### config.mk
export PLATFORM = sky130hd
export DESIGN_NAME = sync_header_voice_deframer
export DESIGN_NICKNAME = d
export VERILOG_FILES = /design/src/rtl/shvd_pkg.sv /design/src/rtl/sync_header_voice_deframer.sv /design/src/rtl/shvd_front.sv /design/src/rtl/shvd_queue.sv /design/src/rtl/shvd_back.sv
export SDC_FILE = /design/constraint.sdc
export NUM_CORES = 1
export LEC_CHECK = 0
export ABC_AREA = 0
export BUFFER_PORTS_ARGS = -buffer_cell sky130_fd_sc_hd__buf_2
export CAP_MARGIN = 40
export CORE_MARGIN = 2
export CORE_UTILIZATION = 30
export DETAILED_ROUTE_END_ITERATION = 10
export GPL_TIMING_DRIVEN = 0
export SLEW_MARGIN = 20
export SYNTH_ARGS = -nofsm -noshare
export SYNTH_HDL_FRONTEND = slang
export SYNTH_SLANG_ARGS = --single-unit
### constraint.sdc
create_clock -name clk_i -period 3.3 [get_ports clk_i]
set_input_delay 0.495 -clock clk_i [delete_from_list [all_inputs] [get_ports clk_i]]
set_output_delay 0.495 -clock clk_i [all_outputs]
set_load 0.02 [all_outputs]
### src/rtl/shvd_pkg.sv
// Package for the sync header voice deframer.
// Holds the shared constants, register indexes and the voice word type.
// No dependencies.
`timescale 1ns / 1ps

package shvd_pkg;

  localparam int unsigned HEADER_BYTES_DEF = 8;
  localparam int unsigned VOICE_BYTES_DEF  = 18;

  localparam logic [15:0] SYNC_WORD_RST = 16'hD471;
  localparam logic [1:0]  SYNC_MIN_RST  = 2'd2;
  localparam logic [7:0]  BYTE_MASK     = 8'hFF;

  localparam int unsigned QUEUE_DEPTH = 2;

  localparam int unsigned CFG_IDX_W = 1;
  localparam logic [CFG_IDX_W-1:0] REG_SYNC_WORD = 1'b0;
  localparam logic [CFG_IDX_W-1:0] REG_SYNC_MIN  = 1'b1;

  typedef struct packed {
    logic [7:0]  voice_byte;
    logic [23:0] unit_id;
    logic [7:0]  tg_id;
    logic        first_of_frame;
    logic        last_of_frame;
  } voice_word_t;

endpackage

### src/rtl/sync_header_voice_deframer.sv
// Top level of the sync header voice deframer.
// Instantiates shvd_front, shvd_queue and shvd_back; depends on shvd_pkg.
//
//   Channel | Direction | Handshake             | Word
//   cfg     | in        | cfg_valid_i/ready_o   | cfg_idx_i, cfg_data_i
//   in      | in        | in_valid_i/in_ready_o | in_byte_i
//   out     | out       | out_valid_o/ready_i   | voice byte, ids, frame marks
//
// One received byte is taken every cycle while the two-entry queue has room.
// Each voice word is queued, then moved into the output register.
// Configuration writes are always taken.
// Reset returns the block to sync search with the reset register values.
// A stalled output fills the queue, after which in_ready_o drops.
`timescale 1ns / 1ps

module sync_header_voice_deframer import shvd_pkg::*; #(
  parameter int unsigned HEADER_BYTES = HEADER_BYTES_DEF,
  parameter int unsigned VOICE_BYTES  = VOICE_BYTES_DEF
) (
  input  logic                 clk_i,
  input  logic                 rst_ni,
  input  logic                 cfg_valid_i,
  output logic                 cfg_ready_o,
  input  logic [CFG_IDX_W-1:0] cfg_idx_i,
  input  logic [15:0]          cfg_data_i,
  input  logic                 in_valid_i,
  output logic                 in_ready_o,
  input  logic [7:0]           in_byte_i,
  output logic                 out_valid_o,
  input  logic                 out_ready_i,
  output logic [7:0]           voice_byte_o,
  output logic [23:0]          unit_id_o,
  output logic [7:0]           tg_id_o,
  output logic                 first_of_frame_o,
  output logic                 last_of_frame_o
);

  logic        q_full;
  logic        q_empty;
  logic        q_push;
  logic        q_pop;
  voice_word_t push_word;
  voice_word_t pop_word;
  voice_word_t out_word;

  assign cfg_ready_o = 1'b1;

  shvd_front #(
    .HEADER_BYTES(HEADER_BYTES),
    .VOICE_BYTES (VOICE_BYTES)
  ) u_front (
    .clk_i      (clk_i),
    .rst_ni     (rst_ni),
    .cfg_valid_i(cfg_valid_i),
    .cfg_idx_i  (cfg_idx_i),
    .cfg_data_i (cfg_data_i),
    .in_valid_i (in_valid_i),
    .in_byte_i  (in_byte_i),
    .in_ready_o (in_ready_o),
    .q_full_i   (q_full),
    .q_push_o   (q_push),
    .q_word_o   (push_word)
  );

  shvd_queue u_queue (
    .clk_i      (clk_i),
    .rst_ni     (rst_ni),
    .push_i     (q_push),
    .push_word_i(push_word),
    .pop_i      (q_pop),
    .pop_word_o (pop_word),
    .full_o     (q_full),
    .empty_o    (q_empty)
  );

  shvd_back u_back (
    .clk_i      (clk_i),
    .rst_ni     (rst_ni),
    .q_empty_i  (q_empty),
    .q_word_i   (pop_word),
    .q_pop_o    (q_pop),
    .out_ready_i(out_ready_i),
    .out_valid_o(out_valid_o),
    .out_word_o (out_word)
  );

  assign voice_byte_o     = out_word.voice_byte;
  assign unit_id_o        = out_word.unit_id;
  assign tg_id_o          = out_word.tg_id;
  assign first_of_frame_o = out_word.first_of_frame;
  assign last_of_frame_o  = out_word.last_of_frame;

endmodule

### src/rtl/shvd_front.sv
// Front end of the deframer: sync search, header capture and voice tagging.
// Holds the configuration registers. Depends on shvd_pkg.
`timescale 1ns / 1ps

module shvd_front import shvd_pkg::*; #(
  parameter int unsigned HEADER_BYTES = HEADER_BYTES_DEF,
  parameter int unsigned VOICE_BYTES  = VOICE_BYTES_DEF
) (
  input  logic                 clk_i,
  input  logic                 rst_ni,
  input  logic                 cfg_valid_i,
  input  logic [CFG_IDX_W-1:0] cfg_idx_i,
  input  logic [15:0]          cfg_data_i,
  input  logic                 in_valid_i,
  input  logic [7:0]           in_byte_i,
  output logic                 in_ready_o,
  input  logic                 q_full_i,
  output logic                 q_push_o,
  output voice_word_t          q_word_o
);

  typedef enum logic [1:0] {
    PH_SEARCH,
    PH_HEADER,
    PH_VOICE
  } phase_e;

  phase_e      phase_q;
  logic [7:0]  prev_byte_q;
  logic        prev_valid_q;
  logic [7:0]  count_q;
  logic [23:0] unit_id_q;
  logic [7:0]  tg_id_q;
  logic [15:0] sync_word_q;
  logic [1:0]  sync_min_q;

  logic       accept;
  logic [1:0] hits;
  logic       pair_sync;
  logic [8:0] count_inc;
  logic       header_done;
  logic       voice_done;

  assign in_ready_o = !q_full_i;
  assign accept     = in_valid_i && in_ready_o;

  assign hits = {1'b0, prev_byte_q == sync_word_q[15:8]} +
                {1'b0, (in_byte_i & BYTE_MASK) == sync_word_q[7:0]};
  assign pair_sync = (hits == 2'd2) || (hits >= sync_min_q);

  assign count_inc   = {1'b0, count_q} + 9'd1;
  assign header_done = count_inc >= 9'(HEADER_BYTES);
  assign voice_done  = count_inc >= 9'(VOICE_BYTES);

  assign q_push_o = accept && (phase_q == PH_VOICE);

  always_comb begin
    q_word_o.voice_byte     = in_byte_i;
    q_word_o.unit_id        = unit_id_q;
    q_word_o.tg_id          = tg_id_q;
    q_word_o.first_of_frame = (count_q == 8'd0);
    q_word_o.last_of_frame  = voice_done;
  end

  always_ff @(posedge clk_i or negedge rst_ni) begin
    if (!rst_ni) begin
      phase_q      <= PH_SEARCH;
      prev_byte_q  <= 8'd0;
      prev_valid_q <= 1'b0;
      count_q      <= 8'd0;
      unit_id_q    <= 24'd0;
      tg_id_q      <= 8'd0;
      sync_word_q  <= SYNC_WORD_RST;
      sync_min_q   <= SYNC_MIN_RST;
    end else begin
      if (cfg_valid_i) begin
        case (cfg_idx_i)
          REG_SYNC_WORD: sync_word_q <= cfg_data_i;
          REG_SYNC_MIN:  sync_min_q  <= cfg_data_i[1:0];
          default: ;
        endcase
      end
      if (accept) begin
        case (phase_q)
          PH_HEADER: begin
            case (count_q)
              8'd1: unit_id_q[23:16] <= in_byte_i;
              8'd2: unit_id_q[15:8]  <= in_byte_i;
              8'd3: unit_id_q[7:0]   <= in_byte_i;
              8'd4: tg_id_q          <= in_byte_i;
              default: ;
            endcase
            if (header_done) begin
              phase_q <= PH_VOICE;
              count_q <= 8'd0;
            end else begin
              count_q <= count_inc[7:0];
            end
          end
          PH_VOICE: begin
            if (voice_done) begin
              phase_q      <= PH_SEARCH;
              count_q      <= 8'd0;
              prev_valid_q <= 1'b0;
              prev_byte_q  <= 8'd0;
            end else begin
              count_q <= count_inc[7:0];
            end
          end
          default: begin
            if (prev_valid_q && pair_sync) begin
              phase_q      <= PH_HEADER;
              count_q      <= 8'd0;
              prev_valid_q <= 1'b0;
              prev_byte_q  <= 8'd0;
            end else begin
              phase_q      <= PH_SEARCH;
              prev_byte_q  <= in_byte_i;
              prev_valid_q <= 1'b1;
            end
          end
        endcase
      end
    end
  end

endmodule

### src/rtl/shvd_queue.sv
// Short queue of voice words between the front end and the output stage.
// Depends on shvd_pkg.
`timescale 1ns / 1ps

module shvd_queue import shvd_pkg::*; (
  input  logic        clk_i,
  input  logic        rst_ni,
  input  logic        push_i,
  input  voice_word_t push_word_i,
  input  logic        pop_i,
  output voice_word_t pop_word_o,
  output logic        full_o,
  output logic        empty_o
);

  localparam int unsigned PtrW = (QUEUE_DEPTH > 1) ? $clog2(QUEUE_DEPTH) : 1;
  localparam int unsigned CntW = $clog2(QUEUE_DEPTH + 1);

  voice_word_t         mem_q [QUEUE_DEPTH];
  logic [PtrW-1:0]     wr_ptr_q;
  logic [PtrW-1:0]     rd_ptr_q;
  logic [CntW-1:0]     count_q;
  logic                do_push;
  logic                do_pop;

  assign full_o     = (count_q == CntW'(QUEUE_DEPTH));
  assign empty_o    = (count_q == '0);
  assign do_push    = push_i && !full_o;
  assign do_pop     = pop_i && !empty_o;
  assign pop_word_o = mem_q[rd_ptr_q];

  always_ff @(posedge clk_i) begin
    if (do_push) begin
      mem_q[wr_ptr_q] <= push_word_i;
    end
  end

  always_ff @(posedge clk_i or negedge rst_ni) begin
    if (!rst_ni) begin
      wr_ptr_q <= '0;
      rd_ptr_q <= '0;
      count_q  <= '0;
    end else begin
      if (do_push) begin
        wr_ptr_q <= (wr_ptr_q == PtrW'(QUEUE_DEPTH - 1)) ? '0 : wr_ptr_q + 1'b1;
      end
      if (do_pop) begin
        rd_ptr_q <= (rd_ptr_q == PtrW'(QUEUE_DEPTH - 1)) ? '0 : rd_ptr_q + 1'b1;
      end
      case ({do_push, do_pop})
        2'b10:   count_q <= count_q + 1'b1;
        2'b01:   count_q <= count_q - 1'b1;
        default: count_q <= count_q;
      endcase
    end
  end

endmodule

### src/rtl/shvd_back.sv
// Output stage of the deframer: registers one voice word towards the consumer.
// Depends on shvd_pkg.
`timescale 1ns / 1ps

module shvd_back import shvd_pkg::*; (
  input  logic        clk_i,
  input  logic        rst_ni,
  input  logic        q_empty_i,
  input  voice_word_t q_word_i,
  output logic        q_pop_o,
  input  logic        out_ready_i,
  output logic        out_valid_o,
  output voice_word_t out_word_o
);

  logic        valid_q;
  voice_word_t word_q;

  assign q_pop_o     = !q_empty_i && (!valid_q || out_ready_i);
  assign out_valid_o = valid_q;
  assign out_word_o  = word_q;

  always_ff @(posedge clk_i or negedge rst_ni) begin
    if (!rst_ni) begin
      valid_q <= 1'b0;
    end else if (!valid_q || out_ready_i) begin
      valid_q <= !q_empty_i;
    end
  end

  always_ff @(posedge clk_i) begin
    if (q_pop_o) begin
      word_q <= q_word_i;
    end
  end

endmodule

Word level (Yosys, flattened, before mapping)
Memory sizes are Yosys's and may differ from the RTL's. A register that Yosys moved wholly into a read port is not among the register bits.
Cells that the tools add are included.
{ "word_totals": {"output_inout_bits": 45, "ram_bits": 84, "mem_count": 1, "inputBits": 30, "ff_bits": 74} }
{ "mem_list": {"columns": ["name", "depth", "width", "rd", "rd_ports_with_merged_regs", "wr", "line_no", "rtl"], "rows": [
  ["u_queue.mem_q", 2, 42, 1, 1, 1, "shvd_queue.sv:19", "voice_word_t mem_q [QUEUE_DEPTH];"]
]} }
{ "op_classes": {"bitwise": 2, "order_cmp": 3, "add_sub_neg": 6, "muxes": 19, "n_eq_ne": 14, "reduce_logical": 24} }
{ "ops": {"columns": ["cell", "n"], "rows": [
  ["$mux 8", 5],
  ["$pmux 8 s2", 2],
  ["$reduce_and 3->1", 6],
  ["$eq 8x2->1 const B", 2],
  ["$eq 8x8->1", 2],
  ["$add 8x1->9 const B", 1],
  ["$ge 9x4->1 const B", 1],
  ["$ge 9x5->1 const B", 1],
  ["$eq 2x2->1 const B", 4],
  ["$eq 8x1->1 const B", 1],
  ["$eq 8x3->1 const B", 1],
  ["$logic_not 8->1", 1],
  ["$pmux 2 s2", 2],
  ["$mux 1", 7],
  ["$logic_and 1x1->1", 6],
  ["$reduce_and 2->1", 3],
  ["$eq 2x1->1 const B", 2],
  ["$mux 2", 2],
  ["$ne 2x1->1 const B", 2],
  ["$logic_not 1->1", 3],
  ["$reduce_bool 3->1", 1],
  ["$add 1x1->1 const B", 2],
  ["$add 1x1->2", 1],
  ["$add 2x1->2 const B", 1],
  ["other kinds (7)", 9]
]} }

Longest topological paths before layout
{ "depth": {"depth_word": 7, "mapped_depth": 13} }

Hierarchy
A second synthesis with hierarchy kept.
{ "hier_totals": {"hier_cells": 451, "area_unflattened_um2": 7993.9} }
{ "modules_own_cells": {"columns": ["module", "seq_area_each_um2", "instances", "area_per_inst_um2", "cells_each"], "rows": [
  ["shvd_queue", 2622.5, 1, 3429.5, 149],
  ["shvd_front", 1737.9, 1, 3241.9, 253],
  ["shvd_back", 1286.2, 1, 1311.3, 47],
  ["sync_header_voice_deframer", 0.0, 1, 11.3, 2]
]} }

Least setup slack after synthesis
No wires, ideal clock.
{ "synth_timing": {"path_kind": "input port to flip-flop", "start": "input port out_ready_i", "end": "register u_queue.count_q[1]", "stages": 5, "path_slack_ns": -0.302, "setup_time_ns": 0.079, "t_arrival_ns": 3.523, "cell_sequence": "inv_1 -> a21oi_1 -> ha_1 -> nor2_1 -> xor2_1"} }
{ "synth_via": {"elab_chain_len": 5, "elab_cells_between_ends": 7} }
{ "synth_lines": {"columns": ["item", "line_no", "rtl"], "rows": [
  ["from (decl)", "sync_header_voice_deframer.sv:30", "input logic out_ready_i,"],
  ["$logic_or 1x1->1 *", "shvd_back.sv:19", "assign q_pop_o = !q_empty_i && (!valid_q || out_ready_i);"],
  ["$logic_and 1x1->1 *", "shvd_back.sv:19", null],
  ["named net q_pop", "sync_header_voice_deframer.sv:41", "logic q_pop;"],
  ["$logic_and 1x1->1 *", "shvd_queue.sv:29", "assign do_pop = pop_i && !empty_o;"],
  ["$eq 2x1->1 / $eq 2x2->1 (equally long branches)", "shvd_queue.sv:50", "case ({do_push, do_pop})"],
  ["$pmux 2 s2 / $reduce_bool 2->1 (equally long branches)", null, null],
  ["to (signal assigned)", "shvd_queue.sv:51", "2'b10: count_q <= count_q + 1'b1;"],
  ["to (signal assigned)", "shvd_queue.sv:52", "2'b01: count_q <= count_q - 1'b1;"],
  ["to (signal assigned)", "shvd_queue.sv:53", "default: count_q <= count_q;"],
  ["to (decl)", "shvd_queue.sv:22", "logic [CntW-1:0] count_q;"]
]} }
Mark *: on every way through the listed nets, which the timed path passes. The rest lies on a longest branch.
A chain may end at the register's enable or synchronous reset.

Worst setup path in the final report
{ "layout_timing": {"start": "register u_front.sync_word_q[12]", "end": "register u_front.count_q[0]"} }
{ "layout_via": {"elab_chain_len": 7, "elab_cells_between_ends": 8} }
{ "layout_lines": {"columns": ["item", "line_no", "rtl"], "rows": [
  ["from (decl)", "shvd_front.sv:34", "logic [15:0] sync_word_q;"],
  ["from (signal assigned)", "shvd_front.sv:78", "REG_SYNC_WORD: sync_word_q <= cfg_data_i;"],
  ["$eq 8x8->1 *", "shvd_front.sv:47", "assign hits = {1'b0, prev_byte_q == sync_word_q[15:8]} +"],
  ["$add 1x1->2 *", "shvd_front.sv:47", null],
  ["$ge 2x2->1 / $eq 2x2->1 (equally long branches)", "shvd_front.sv:49", "assign pair_sync = (hits == 2'd2) || (hits >= sync_min_q);"],
  ["$logic_or 1x1->1 *", "shvd_front.sv:49", null],
  ["$logic_and 1x1->1 *", "shvd_front.sv:111", "if (prev_valid_q && pair_sync) begin"],
  ["$reduce_bool 3->1 (no line) *", null, null],
  ["$reduce_and 2->1 (no line) *", null, null],
  ["to (signal assigned)", "shvd_front.sv:97", "count_q <= count_inc[7:0];"],
  ["to (signal assigned)", "shvd_front.sv:107", "count_q <= count_inc[7:0];"],
  ["to (decl)", "shvd_front.sv:31", "logic [7:0] count_q;"]
]} }
Mark *: on every way between the ends. The rest lies on a longest branch, timed or not.

==> run metrics <==
largest net degree at the start of global routing=42; Finish-stage setup viols=0; top cells by area, synth=edfxtp_1 (48%), dfrtp_1 (21%), mux2_2 (9.8%), mux2_1 (3.5%), dfstp_2 (3.0%); Total Wirelength=15000 um; Final Hold Fails=4; Max Clk Rate=0.332 GHz; final hold slack=-0.00287 ns; area growth from synthesis to layout=20.4%; Remaining Overflow, GRT=0; Slew Viols, Final=0; CTS root buf=clkbuf_16; # diodes=0; status=finished, violations left; most instantiated cells after synthesis=edfxtp_1 (126), mux2_2 (68), dfrtp_1 (65); Post-synth EDFFs=126; total power=0.00788 W; IO buf count=73; H-tree lvl count=4; Placement Setup Slack=-0.0756 ns; area of the die=27400 um^2; Syn Area/Cell=17.0 um^2; GPL Wtd Cong=0.805; Clock transition at path regs=0.08 ns; layout cell share with drive strength beyond 1=0.369; Seq/Total Area, Yosys=0.721; worst-path fanout max=10; Synth Flop Type=edfxtp_1; Lkg Pwr=3.70 nW; WL/cell=16.5 um; post-synth top area cell=edfxtp_1; critical path's slowest cell=dfstp_2; number of nets with antenna violations after routing=0; Design Area, Final=9430 um^2; post-synthesis async set-or-reset flop share=0.370; Die Ht=166 um; worst setup path class=flop to flop; PwrDens=835 nW/um^2; Top delay family on crit path=compound AO/OA/AOI/OAI gates; vias in the first global route=4255; placed cell area=8790 um^2; Worst VDD drop=0.314 mV; cts hold-fix bufs=0; HPWL after DPL=10200 um; fin crit share=0.914; initial antenna violation count=1; Pre-antenna DRT Iters=4; # DRC=0; CP Capture Type=flop; max cap viols=0; Syn Inst Count=460; CTS tree=done; initial DRC count=218; first-pass GRT wire length=23300 um; fin cells=907; filler cell count=2407; Final min period=3.02 ns; WP data arrival=3.34 ns; synthesis warning total=0; number of primary I/O pins=75; Core Region=25800 um^2; DR vias=4078; Fin Clk Skew=0.0143 ns; critical path startpoint=u_front.sync_word_q[12]$_DFFE_PN1P_; register bit total from synthesis=200; slew at the pin with the worst max-slew slack=0.719 ns; critical path cell sequence=xnor2_1, nand4_1, nor2_1, ha_1, inv_1, ha_1, o21ai_0, a21boi_0, o31ai_2, clkbuf_1, nor3_1, a21o_1; Yosys cell types=52; mapped cell area=7830 um^2; most numerous cell in the Yosys netlist=edfxtp_1; max incr delay on CP=0.54 ns; crit path setup slack, layout=0.284 ns; clk_lat worst skew=0.44 ns; starting density of the core=0.303; Req. time, crit path=3.62 ns; Net Count, Synth=500; failing checks=negative hold slack; Reg-to-Reg Start=u_front.sync_word_q[12]$_DFFE_PN1P_; Worst Setup Start Kind=flop; Yosys top cell area share=0.483; WP buf/inv=2; worst hold path type=input port to asynchronous set/reset pin; DP Cell Count=874; row count=59; Num Clock Sinks=200; nets@finish=599; Die X=166 um; CP most frequent cell=ha_1; via/cell ratio=4.50; TritonCTS Buffers=17; Slew HR=0.520; Tot GR Track Use=0.116; CTS Buffer Depth=2
flip-flops by register name (all words and copies together), names as in the netlist, 2 cells and up:
name,flops
u_front.unit_id_q,24
u_front.sync_word_q,16
u_front.prev_byte_q,8
u_front.tg_id_q,8
u_front.phase_q,2
u_front.count_q,8
u_front.sync_min_q,2
u_queue.mem_q,84
u_back.out_word_o,42
u_queue.count_q,2
cell families (layout without fill, tap and decap cells):
group	count (synthesis)	in the layout	synth area share
compound gates	37	37	0.0358
xor+xnor	24	24	0.0268
fa+ha+maj	10	10	0.0160
buf+inv	28	140	0.0176
flops	200	200	0.721
mux	93	93	0.134
other cells	1	1	0.000479
simple gates	67	67	0.0486
layer usage:
layer / vias up / global-route usage / wire length, um
met4: 0 / 0.0458 / 331
met2: 112 / 0.201 / 7530
met1: 2035 / 0.138 / 6400
li1: 1911 / - / -
met5: - / 0 / 0
met3: 20 / 0.0290 / 697
repair_timing:
item                                    4_1_cts  5_1_grt
endpoints found under the setup margin        0        1
gates resized for setup                       0        1
buffers inserted                              0        0
power by group:
part / switching, W / internal, W / total, W
logic: 0.00119 / 0.000878 / 0.00207
registers: 0.000228 / 0.00344 / 0.00367
clock network: 0.00104 / 0.00110 / 0.00214
path summary, 6_finish.rpt:
check / to / slack, ns / depth (start not counted)
worst max-delay path: u_front.count_q[0]$_DFFE_PN0P_ / 0.28 / 12
worst min-delay path: u_back.out_valid_o$_DFFE_PN0N_ / -0.003 / 1
worst max register to register: u_front.count_q[0]$_DFFE_PN0P_ / 0.28 / 12
worst min register to register: u_queue.mem_q[0][26]$_DFFE_PP_ / 0.47 / 0
max in group asynchronous: u_front.sync_word_q[10]$_DFFE_PN1P_ / 2.63 / 2
min in group clk_i: u_back.out_valid_o$_DFFE_PN0N_ / 0.24 / 2
final cells by class:
cell class                      instances  area [um^2]  share of cell area
Sequential cell                       200         5650               0.599
Multi-Input combinational cell        232         2080               0.220
Timing Repair Buffer                   80          526              0.0557
Clock buffer                           17          425              0.0451
Tap cell                              335          419              0.0444
Clock inverter                         15          199              0.0211
Buffer                                 16         92.6             0.00982
Inverter                               12         45.0             0.00478
through the flow:
step                utilization   TNS, ns
global placement          0.334    -39.89
detailed placement        0.340   -0.0756
CTS                       0.365         0
finish                    0.365         0
floorplan                     -         0
global route              0.365  -0.00661
cells in the final DEF (no fill, tap or decap), types with 3 or more instances in the layout:
cell type / netlist / final
inv_8: 0 / 4
dfrtp_1: 65 / 65
nor3_1: 6 / 6
buf_12: 1 / 3
clkbuf_16: 0 / 17
ha_1: 10 / 10
inv_1: 12 / 12
nand2_1: 19 / 19
nor2_1: 9 / 8
clkbuf_1: 9 / 9
nand3_1: 3 / 3
nor4_1: 4 / 3
edfxtp_1: 126 / 126
o21ai_0: 6 / 6
dfstp_2: 9 / 9
and2_1: 4 / 4
mux2_1: 24 / 24
a22o_1: 8 / 8
mux2_2: 68 / 68
or3_1: 3 / 3
clkinv_8: 0 / 4
nand4_1: 4 / 4
a21oi_1: 4 / 3
buf_2: 4 / 76
xnor2_1: 22 / 22
buf_16: 0 / 4
Note: power is estimated with default switching activity, not from simulation.
